--- src/sv/pfe_pkg.sv ---
// package: types, codes and constants shared by the format engine modules
`default_nettype none

package pfe_pkg;

    typedef enum logic [1:0] {
        PH_LIT,
        PH_FLAGS,
        PH_WIDTH,
        PH_MOD
    } t_phase;

    typedef enum logic [2:0] {
        ST_IDLE,
        ST_DIV,
        ST_PLAN,
        ST_SGN_PRE,
        ST_PAD_L,
        ST_SGN,
        ST_DIG,
        ST_PAD_R
    } t_state;

    typedef enum logic [1:0] {
        RDX_DEC,
        RDX_OCT,
        RDX_HEX,
        RDX_CHR
    } t_radix;

    typedef enum logic [1:0] {
        SEL_SGN,
        SEL_PAD_L,
        SEL_DIG,
        SEL_PAD_R
    } t_esel;

    typedef struct packed {
        logic  in_ready;
        logic  div_step;
        logic  plan;
        logic  emit;
        t_esel sel;
    } t_cmd;

    typedef struct packed {
        logic in_valid;
        logic conv;
        logic conv_chr;
        logic out_free;
        logic div_done;
        logic pre_sgn;
        logic mid_sgn;
        logic pad_l;
        logic pad_r;
        logic pad_one;
        logic dig_one;
    } t_stat;

    localparam logic [7:0] CH_PCT   = 8'h25;
    localparam logic [7:0] CH_MINUS = 8'h2d;
    localparam logic [7:0] CH_SPACE = 8'h20;
    localparam logic [7:0] CH_ZERO  = 8'h30;
    localparam logic [7:0] CH_NINE  = 8'h39;
    localparam logic [7:0] CH_UA    = 8'h41;
    localparam logic [7:0] CH_LA    = 8'h61;
    localparam logic [7:0] CH_F     = 8'h46;
    localparam logic [7:0] CH_N     = 8'h4e;
    localparam logic [7:0] CH_L     = 8'h6c;
    localparam logic [7:0] CH_H     = 8'h68;
    localparam logic [7:0] CH_UX    = 8'h58;
    localparam logic [7:0] CH_X     = 8'h78;
    localparam logic [7:0] CH_P     = 8'h70;
    localparam logic [7:0] CH_LN    = 8'h6e;
    localparam logic [7:0] CH_D     = 8'h64;
    localparam logic [7:0] CH_I     = 8'h69;
    localparam logic [7:0] CH_U     = 8'h75;
    localparam logic [7:0] CH_O     = 8'h6f;
    localparam logic [7:0] CH_C     = 8'h63;

    localparam logic [31:0] RECIP_10  = 32'hcccc_cccd;
    localparam int          DIV10_SHR = 35;

endpackage

`default_nettype wire

--- src/sv/pfe_ctrl.sv ---
// controller: sequences digit extraction and the emission phases
`default_nettype none

module pfe_ctrl
    import pfe_pkg::*;
(
    input  wire   i_clk,
    input  wire   i_rst_n,
    input  t_stat i_stat,
    output t_cmd  o_cmd
);

    t_state r_state;
    t_state n_state;

    always_ff @(posedge i_clk) begin
        if (!i_rst_n) begin
            r_state <= ST_IDLE;
        end else begin
            r_state <= n_state;
        end
    end

    always_comb begin
        n_state = r_state;
        o_cmd   = '0;
        o_cmd.sel = SEL_SGN;
        unique case (r_state)
            ST_IDLE: begin
                o_cmd.in_ready = i_stat.out_free;
                if (i_stat.in_valid && i_stat.out_free && i_stat.conv) begin
                    n_state = i_stat.conv_chr ? ST_PLAN : ST_DIV;
                end
            end
            ST_DIV: begin
                o_cmd.div_step = 1'b1;
                if (i_stat.div_done) begin
                    n_state = ST_PLAN;
                end
            end
            ST_PLAN: begin
                o_cmd.plan = 1'b1;
                if (i_stat.pre_sgn) begin
                    n_state = ST_SGN_PRE;
                end else if (i_stat.pad_l) begin
                    n_state = ST_PAD_L;
                end else if (i_stat.mid_sgn) begin
                    n_state = ST_SGN;
                end else begin
                    n_state = ST_DIG;
                end
            end
            ST_SGN_PRE: begin
                o_cmd.sel = SEL_SGN;
                if (i_stat.out_free) begin
                    o_cmd.emit = 1'b1;
                    n_state = i_stat.pad_l ? ST_PAD_L : ST_DIG;
                end
            end
            ST_PAD_L: begin
                o_cmd.sel = SEL_PAD_L;
                if (i_stat.out_free) begin
                    o_cmd.emit = 1'b1;
                    if (i_stat.pad_one) begin
                        n_state = i_stat.mid_sgn ? ST_SGN : ST_DIG;
                    end
                end
            end
            ST_SGN: begin
                o_cmd.sel = SEL_SGN;
                if (i_stat.out_free) begin
                    o_cmd.emit = 1'b1;
                    n_state = ST_DIG;
                end
            end
            ST_DIG: begin
                o_cmd.sel = SEL_DIG;
                if (i_stat.out_free) begin
                    o_cmd.emit = 1'b1;
                    if (i_stat.dig_one) begin
                        n_state = i_stat.pad_r ? ST_PAD_R : ST_IDLE;
                    end
                end
            end
            ST_PAD_R: begin
                o_cmd.sel = SEL_PAD_R;
                if (i_stat.out_free) begin
                    o_cmd.emit = 1'b1;
                    if (i_stat.pad_one) begin
                        n_state = ST_IDLE;
                    end
                end
            end
            default: n_state = ST_IDLE;
        endcase
    end

endmodule

`default_nettype wire

--- config.mk ---
export PLATFORM = sky130hd
export DESIGN_NAME = pfe_ctrl
export DESIGN_NICKNAME = d
export VERILOG_FILES = /design/src/sv/pfe_pkg.sv /design/src/sv/pfe_ctrl.sv
export SDC_FILE = /design/constraint.sdc
export NUM_CORES = 1
export LEC_CHECK = 0
export ABC_CLOCK_PERIOD_IN_PS = 2700
export BUFFER_PORTS_ARGS = -buffer_cell sky130_fd_sc_hd__buf_2
export CORE_AREA = 3 3 40 42
export CTS_BUF_LIST = sky130_fd_sc_hd__clkbuf_8
export CTS_CLUSTER_DIAMETER = 150
export DETAILED_ROUTE_END_ITERATION = 7
export DIE_AREA = 0 0 43 45
export MAX_ROUTING_LAYER = met4
export SLEW_MARGIN = 20
export SYNTH_ARGS = -nofsm -noshare
export SYNTH_HDL_FRONTEND = slang
export SYNTH_SLANG_ARGS = --single-unit
--- constraint.sdc ---
create_clock -name i_clk -period 2.7 [get_ports i_clk]
set_input_delay 0.27 -clock i_clk [delete_from_list [all_inputs] [get_ports i_clk]]
set_output_delay 0.27 -clock i_clk [all_outputs]
set_load 0.02 [all_outputs]
[After elaboration in Yosys (flattened, before gate mapping)]
Cells that the tools add are included.
Word-level totals
  register bits after elaboration: 3
  input bits: 13
  output and inout bits: 6
  logic and storage cells: 45
Operators by class
  equal/unequal tests: 17
  mux-type cells: 22
  reductions and logical operators: 5
Operators with widths (count)
  3-bit two-way mux: 13
  3-bit case mux with 8 select lines: 1
  2-bit != test, second input constant: 10
  3-bit equality test, second input constant: 4
  3-bit case mux with 4 select lines: 1
  10-bit AND reduction: 1
  3-bit by 2-bit equality test with 1-bit output, second input constant: 2
  2-bit two-way mux: 3
  1-bit two-way mux: 4
  3-bit by 1-bit equality test with 1-bit output, second input constant: 1
  3-bit zero test: 1
  1-bit logical AND: 2
  2-bit OR reduction: 1

[Longest topological paths before layout]
Gate-level depths: netlist of run 1.
  depth after elaboration: 4
  mapped depth: 5
  depth with buffers taken out: 5

[Least setup slack after synthesis of run 1]
No wires, ideal clock.
  path type: flip-flop to output port
  start: reg r_state[2]
  end: out o_cmd[5] in the netlist's numbering
  arrival: 1.325 ns
  required time: 2.430 ns
  path slack: 1.105 ns
  cell stages (with the launch flop): 3
  path through: dfxtp_1 -> clkbuf_1 -> nor4b_1
RTL lines
  start, declared: RTL line pfe_ctrl.sv:13  | t_state r_state;
  start signal, assigned: RTL line pfe_ctrl.sv:20  | r_state <= n_state;
  end, declared: RTL line pfe_ctrl.sv:10  | output t_cmd o_cmd

[Final worst setup path of run 1]
  start: reg r_state[1]
  end: reg r_state[1]
On the way
  cells in the longest elaborated chain, start to end: 3
  elaborated cells on any way between the ends: 20
RTL lines
  3-bit by 2-bit equality test with 1-bit output (tied with other cells): RTL line pfe_ctrl.sv:28  | unique case (r_state)
  2-bit != test (no source line)
  10-bit AND reduction (no source line)
Several ways; a longest one is shown, not always the timed one.
A chain may end at the register's enable or synchronous reset.

==> results.py, run 1 <==
metrics = {
    "outcome": {
        "outcome": "complete, no violations",
    },
    "floorplanning": {
        "start_util": 0.2902,
        "die_w_um": 43,
        "num_rows": 13,
        "die_height_um": 45,
        "fp.dieArea_mm2": 0.001935,
        "io_pins": 19,
        "coreArea_mm2": 0.001285,
    },
    "finish": {
        "max_reg_flops": 3,
        "max_flop_register": "r_state",
        "drive_above_1_share": 0.3521,
        "area_delta_synth_final_pct": 37.92,
        "antenna_diode_instance_count": 0,
        "multiInputGateArea_um2": 292.8,
        "ff_latch_area_um2": 60.06,
        "finalInstanceArea_um2": 514.2,
        "finish.net_count": 85,
        "utilization": 0.4002,
        "layout.filler_cells": 144,
        "largestRegisters": "r_state x3",
    },
    "route": {
        "antenna_violating_nets_post_route": 0,
        "routed_wl_um": 928,
        "wl_per_cell_um": 10.79,
        "detailroute.via_count": 435,
        "dr.pass1.iters": 4,
        "detail_route.vias_per_cell": 5.058,
        "drt_iter0_drc": 14,
        "drt_drc_violations_left": 0,
    },
    "critical_path": {
        "critical_path.startpoint_type": "register",
        "slowest_cell_delay_on_critical_path_ns": 0.63,
        "timing.setup.critical_path_class": "reg -> reg",
        "r2r.worst_path.cells": 5,
        "cp.arrival_ns": 1.81,
        "critical-path-slowest-cell": "dfxtp_1",
        "worstPathBufferInverterCount": 0,
        "cp-end-kind": "register",
        "worstPathMaxFanout": 17,
        "worstPathRequired_ns": 2.80,
        "crit_family": "flip-flops",
        "list_of_cells_traversed_by_the_critical_path": "nand2b_1 -> nand2_1 -> a211o_1 -> and2_1 -> o221a_1",
        "number_of_cells_on_the_critical_path": 5,
    },
    "power_and_ir_drop": {
        "maximum_vdd_drop_uv": 641.6,
        "internal-power_uw": 254.3,
        "clkPwrFrac": 0.294,
        "combPwrFrac": 0.459,
        "power.density_mw_per_mm2": 841.3,
        "switching_power_uw": 178.3,
        "sequentialPowerShare": 0.247,
        "power.share.switching": 0.4121,
        "leakagePower_uw": 0.0002518,
    },
    "sta": {
        "hold_slack_ns": 0.3258,
        "clock.fmax_mhz": 585.6,
        "layout_setup_ws_ns": 0.9924,
        "report.final.setup_viol": 0,
        "finalSetupTns_ns": 0,
        "setup_repair_after_global_routing_missed_its_margin": "false",
        "finClkSkew_ns": 0.003573,
        "hold_viol_final": 0,
        "layout_worst_path_cycle_share": 0.6324,
        "finalWorstPathRequiredPeriod_ns": 1.708,
        "max-slew-margin-rel": 0.6589,
        "finalMaxSlewViolations": 0,
        "timing_worst_slew_pin_value_ns": 0.5110,
    },
    "grt": {
        "grt.overflow.total": 0,
        "grt_pass1_wl_mm": 1.518,
        "grt_antenna_before_repair": 0,
        "gr-usage-all-layers": 0.1071,
        "grt_start_max_net_pins": 18,
        "grt_pass1_vias": 364,
    },
    "placement": {
        "placement.cell_area_um2": 469.2,
        "dpl_worst_slack_ns": 1.008,
        "numPortBuffers": 18,
        "hpwl_um": 671.3,
        "gpl.final_weighted_congestion": 0.7883,
    },
    "clocking": {
        "tritoncts_clock_tree": "done",
        "ctsHoldBuffers": 0,
        "cts_root_buf": "clkbuf_8",
        "tritoncts.num_buffers": 3,
        "clk-insertion-delay-late_ns": 0.22,
        "htree_levels": 1,
        "post-cts-setup-buffers": 0,
        "clkSlewWorstSetupHoldPaths_ns": 0.03,
        "ctsResizeCount": 0,
        "cts.sink_count": 3,
        "cts-root-to-sink-buffers": 2,
    },
    "synthesis": {
        "synth_top_area_frac": 0.1611,
        "ys_types": 28,
        "synth_seq_area_share": 0.1611,
        "synth.avg_cell_area_um2": 7.170,
        "yosys.area.top_type": "dfxtp_1",
        "post_synthesis_register_bit_count": 3,
        "syn-num-nets": 65,
        "ys_top_cells_by_area": "dfxtp_1, a21oi_1, nand2b_1",
        "synthesis.area_um2": 372.9,
        "syn_inst": 52,
        "number_of_warnings_printed_during_yosys_synthesis": 0,
    },
    "min_path": {
        "worst_hold_path.num_cells": 2,
        "hp-class": "in -> reg",
    },
    "flow_run": {
        "reported_max_cap_violation_count": 0,
    },
}
==> final cells by class <==
class	count	share of cell area
clock inverter	1	0.007299
sequential	3	0.1168
clock buffer	3	0.08029
timing repair buffer	18	0.1752
multi-input combinational	44	0.5693
tap	15	0.03650
inverter	2	0.01460
==> metal layers <==
metal  global-route usage  part of all wire  wire, um
met5                    -                 0         0
met4              0.03614            0.0086         8
met3              0.04781              0.12       110
met2               0.1467              0.40       369
met1               0.1394              0.48       441
==> power by group through the flow <==
stage / clock network, uW / registers, uW / logic, uW
3_5_place_dp: 0 / 107 / 198
3_3_place_gp: 0 / 107 / 198
5_1_grt: 136 / 114 / 220
2_1_floorplan: 0 / 73.8 / 181
4_1_cts: 130 / 107 / 200
6_report: 127 / 107 / 198
==> metrics by stage <==
step	power, uW	cells
2_1_floorplan	254.4	52
3_3_place_gp	305.3	82
3_5_place_dp	305.1	82
4_1_cts	437.5	86
5_1_grt	469.9	86
6_report	432.6	86
==> cell usage after synthesis (all sizes together) <==
cell type,count
a21oi,6
nand2b,4
nor2b,4
and3,3
dfxtp,3
nand2,3
nor2,3
o21ai,3
and2,2
clkbuf,2
inv,2
a211o,1
a211oi,1
a31o,1
a31oi,1
and2b,1
and4bb,1
buf,1
mux2i,1
nand3,1
nand4,1
nor3,1
nor3b,1
nor4b,1
o2111ai,1
o211ai,1
o221a,1
o22ai,1
==> final timing paths <==
path | slack, ns | endpoint | start
min reg2reg | 0.67 | r_state[0]$_SDFFE_PN0P_ | r_state[0]$_SDFFE_PN0P_
max reg2reg | 0.99 | r_state[1]$_SDFFE_PN0P_ | r_state[1]$_SDFFE_PN0P_
max | 0.99 | r_state[1]$_SDFFE_PN0P_ | r_state[1]$_SDFFE_PN0P_
min | 0.33 | r_state[1]$_SDFFE_PN0P_ | i_rst_n
==> kinds of logic after synthesis <==
| logic type | after synthesis | share of synthesized area |
|---|---|---|
| and+or+nand+nor | 26 | 0.4631 |
| buffers and inverters | 5 | 0.05369 |
| AOI/OAI and AO/OA | 17 | 0.2953 |
| muxes | 1 | 0.02685 |
| DFF | 3 | 0.1611 |
==> cells in the final DEF, fill, tap and decap left out, drive strengths merged, types with 2 or more instances in the layout <==
cell | netlist | final
a21oi | 6 | 6
and3 | 3 | 3
buf | 1 | 18
nand2b | 4 | 4
dfxtp | 3 | 3
nand2 | 3 | 3
o21ai | 3 | 3
and2 | 2 | 2
nor2 | 3 | 3
clkbuf | 2 | 3
nor2b | 4 | 4
inv | 2 | 3
No activity file was read; power rests on OpenSTA's default activity.
==> inputs of run 2 (changes only) <==
Settings changed: ABC_CLOCK_PERIOD_IN_PS 2700 to 1600.
Clock period 2.7 ns to 1.6 ns, I/O delays scaled along.
==> run 2 against run 1 <==
  * Sequential share of layout area is 0.24 points lower
  * Sequential power increased by 40%
  * Combinational power is 110% higher
  * Via count increased by 4.4%
  * Hold slack worse by 0.10 ns
==> results.py, run 2 (synthesis gave the netlist of run 1 again) <==
metrics = {
    "finish": {
        "max_flop_register": "r_state",
        "area_delta_synth_final_pct": 46.64,
        "layout.cells.most_common_list": "buf_2, a21oi_1, nand2b_1, nor2b_1, buf_4",
        "layout.filler_cells": 145,
        "max_reg_flops": 3,
        "largestRegisters": "r_state x3",
        "antenna_diode_instance_count": 0,
        "utilization": 0.4255,
        "finish.net_count": 89,
        "drive_above_1_share": 0.4133,
        "layout.cells.most_common": "buf_2",
        "multiInputGateArea_um2": 292.8,
        "ff_latch_area_um2": 62.56,
    },
    "sta": {
        "report.final.setup_viol": 0,
        "setup_repair_after_global_routing_missed_its_margin": "false",
        "finClkSkew_ns": 0.002664,
        "finalMaxSlewViolations": 0,
        "finalWorstPathRequiredPeriod_ns": 1.473,
        "finalSetupTns_ns": 0,
        "clock.fmax_mhz": 678.9,
        "timing_worst_slew_pin_value_ns": 0.2390,
        "max-slew-margin-rel": 0.8397,
        "layout_worst_path_cycle_share": 0.9206,
        "hold_viol_final": 0,
        "hold_slack_ns": 0.2221,
    },
    "clocking": {
        "cts.sink_count": 3,
        "ctsHoldBuffers": 0,
        "post-cts-setup-buffers": 0,
        "tritoncts_clock_tree": "done",
        "clkSlewWorstSetupHoldPaths_ns": 0.03,
        "ctsResizeCount": 0,
        "htree_levels": 1,
        "cts_root_buf": "clkbuf_8",
        "clk-insertion-delay-late_ns": 0.22,
        "tritoncts.num_buffers": 3,
        "cts-root-to-sink-buffers": 2,
    },
    "power_and_ir_drop": {
        "internal-power_uw": 467.9,
        "switching_power_uw": 311.9,
        "power.density_mw_per_mm2": 1426,
        "maximum_vdd_drop_uv": 637.7,
        "clkPwrFrac": 0.274,
        "combPwrFrac": 0.533,
        "sequentialPowerShare": 0.193,
        "leakagePower_uw": 0.0002736,
        "power.share.switching": 0.3999,
    },
    "critical_path": {
        "critical_path.startpoint_type": "register",
        "worstPathRequired_ns": 1.70,
        "worstPathMaxFanout": 7,
        "r2r.worst_path.cells": 5,
        "reg2reg_slack_ns": 0.13,
        "worst_r2r_endpoint": "r_state[1]$_SDFFE_PN0P_",
        "r2r_start": "r_state[1]$_SDFFE_PN0P_",
        "timing.setup.critical_path_class": "reg -> reg",
        "cp-end-kind": "register",
        "cp.arrival_ns": 1.58,
    },
    "min_path": {
        "hp-class": "in -> reg",
        "worst_hold_path.num_cells": 2,
        "hold_path_startpoint": "i_rst_n",
        "min_delay_worst_endpoint": "r_state[1]$_SDFFE_PN0P_",
    },
    "route": {
        "routed_wl_um": 999,
        "dr.pass1.iters": 4,
        "drt_iter0_drc": 7,
        "detail_route.vias_per_cell": 5.044,
        "wl_per_cell_um": 11.10,
        "antenna_violating_nets_post_route": 0,
        "drt_drc_violations_left": 0,
        "detailroute.via_count": 454,
    },
    "grt": {
        "grt_pass1_vias": 409,
        "grt_antenna_before_repair": 0,
        "grt_pass1_wl_mm": 1.718,
        "grt.overflow.total": 0,
        "gr-usage-all-layers": 0.1217,
        "grt_start_max_net_pins": 13,
    },
    "floorplanning": {
        "num_rows": 13,
        "io_pins": 19,
        "die_height_um": 45,
        "start_util": 0.2902,
        "fp.dieArea_mm2": 0.001935,
        "die_w_um": 43,
        "coreArea_mm2": 0.001285,
    },
    "outcome": {
        "outcome": "complete, no violations",
    },
    "placement": {
        "hpwl_um": 762.4,
        "gpl.final_weighted_congestion": 0.8051,
        "numPortBuffers": 18,
    },
    "flow_run": {
        "reported_max_cap_violation_count": 0,
    },
}
[run 2: per-layer routing]
layer | share of wire | up-vias | GRT usage
li1 | - | 241 | -
met1 | 0.47 | 191 | 0.1587
met5 | 0 | - | -
met3 | 0.082 | 2 | 0.01195
met2 | 0.43 | 20 | 0.1737
met4 | 0.021 | 0 | 0.09036
[run 2: worst max-delay path by stage]
stage / slack, ns / start / end / cells after the start
after floorplan: 0.08 / r_state[0]$_SDFFE_PN0P_ / r_state[1]$_SDFFE_PN0P_ / 5
after global placement: 0.13 / r_state[2]$_SDFFE_PN0P_ / r_state[1]$_SDFFE_PN0P_ / 5
after detailed placement: 0.09 / r_state[2]$_SDFFE_PN0P_ / r_state[1]$_SDFFE_PN0P_ / 5
after CTS: 0.1 / r_state[0]$_SDFFE_PN0P_ / r_state[1]$_SDFFE_PN0P_ / 5
after global routing: 0.05 / r_state[1]$_SDFFE_PN0P_ / r_state[1]$_SDFFE_PN0P_ / 5
final: 0.13 / r_state[1]$_SDFFE_PN0P_ / r_state[1]$_SDFFE_PN0P_ / 5
[run 2: worst max-delay path, stage by stage (launching register included)]
cell and delay (ns):
dfxtp_1 0.42, nand2b_1 0.15, nand2_1 0.05, a211o_1 0.32, and2_1 0.18, o221a_1 0.23
[run 2: cell type report]
| class | count | area share |
|---|---|---|
| Timing Repair Buffer | 22 | 0.2197 |
| Sequential cell | 3 | 0.1144 |
| Inverter | 2 | 0.01373 |
| Clock buffer | 3 | 0.07551 |
| Clock inverter | 1 | 0.006865 |
| Multi-Input combinational cell | 44 | 0.5355 |
| Tap cell | 15 | 0.03432 |
[run 2: per-stage QoR]
stage / setup slack (ns) / area, um^2 / std cells / total power [uW]
2_1_floorplan: 0.08442 / 372.9 / 52 / 429.3
3_3_place_gp: 0.1317 / 499.2 / 86 / 562.2
3_5_place_dp: 0.09370 / 499.2 / 86 / 563.2
4_1_cts: 0.09978 / 544.3 / 90 / 784.2
5_1_grt: 0.05130 / 546.8 / 90 / 844.8
6_report: 0.1271 / 546.8 / 90 / 779.8
[run 2: power groups by stage]
| stage | clock network, uW | logic (uW) | registers, uW |
|---|---|---|---|
| after global placement | 0 | 417 | 145 |
| after CTS | 220 | 418 | 146 |
| after detailed placement | 0 | 416 | 147 |
| final | 214 | 416 | 150 |
| after floorplan | 0 | 305 | 125 |
| after global routing | 225 | 461 | 158 |
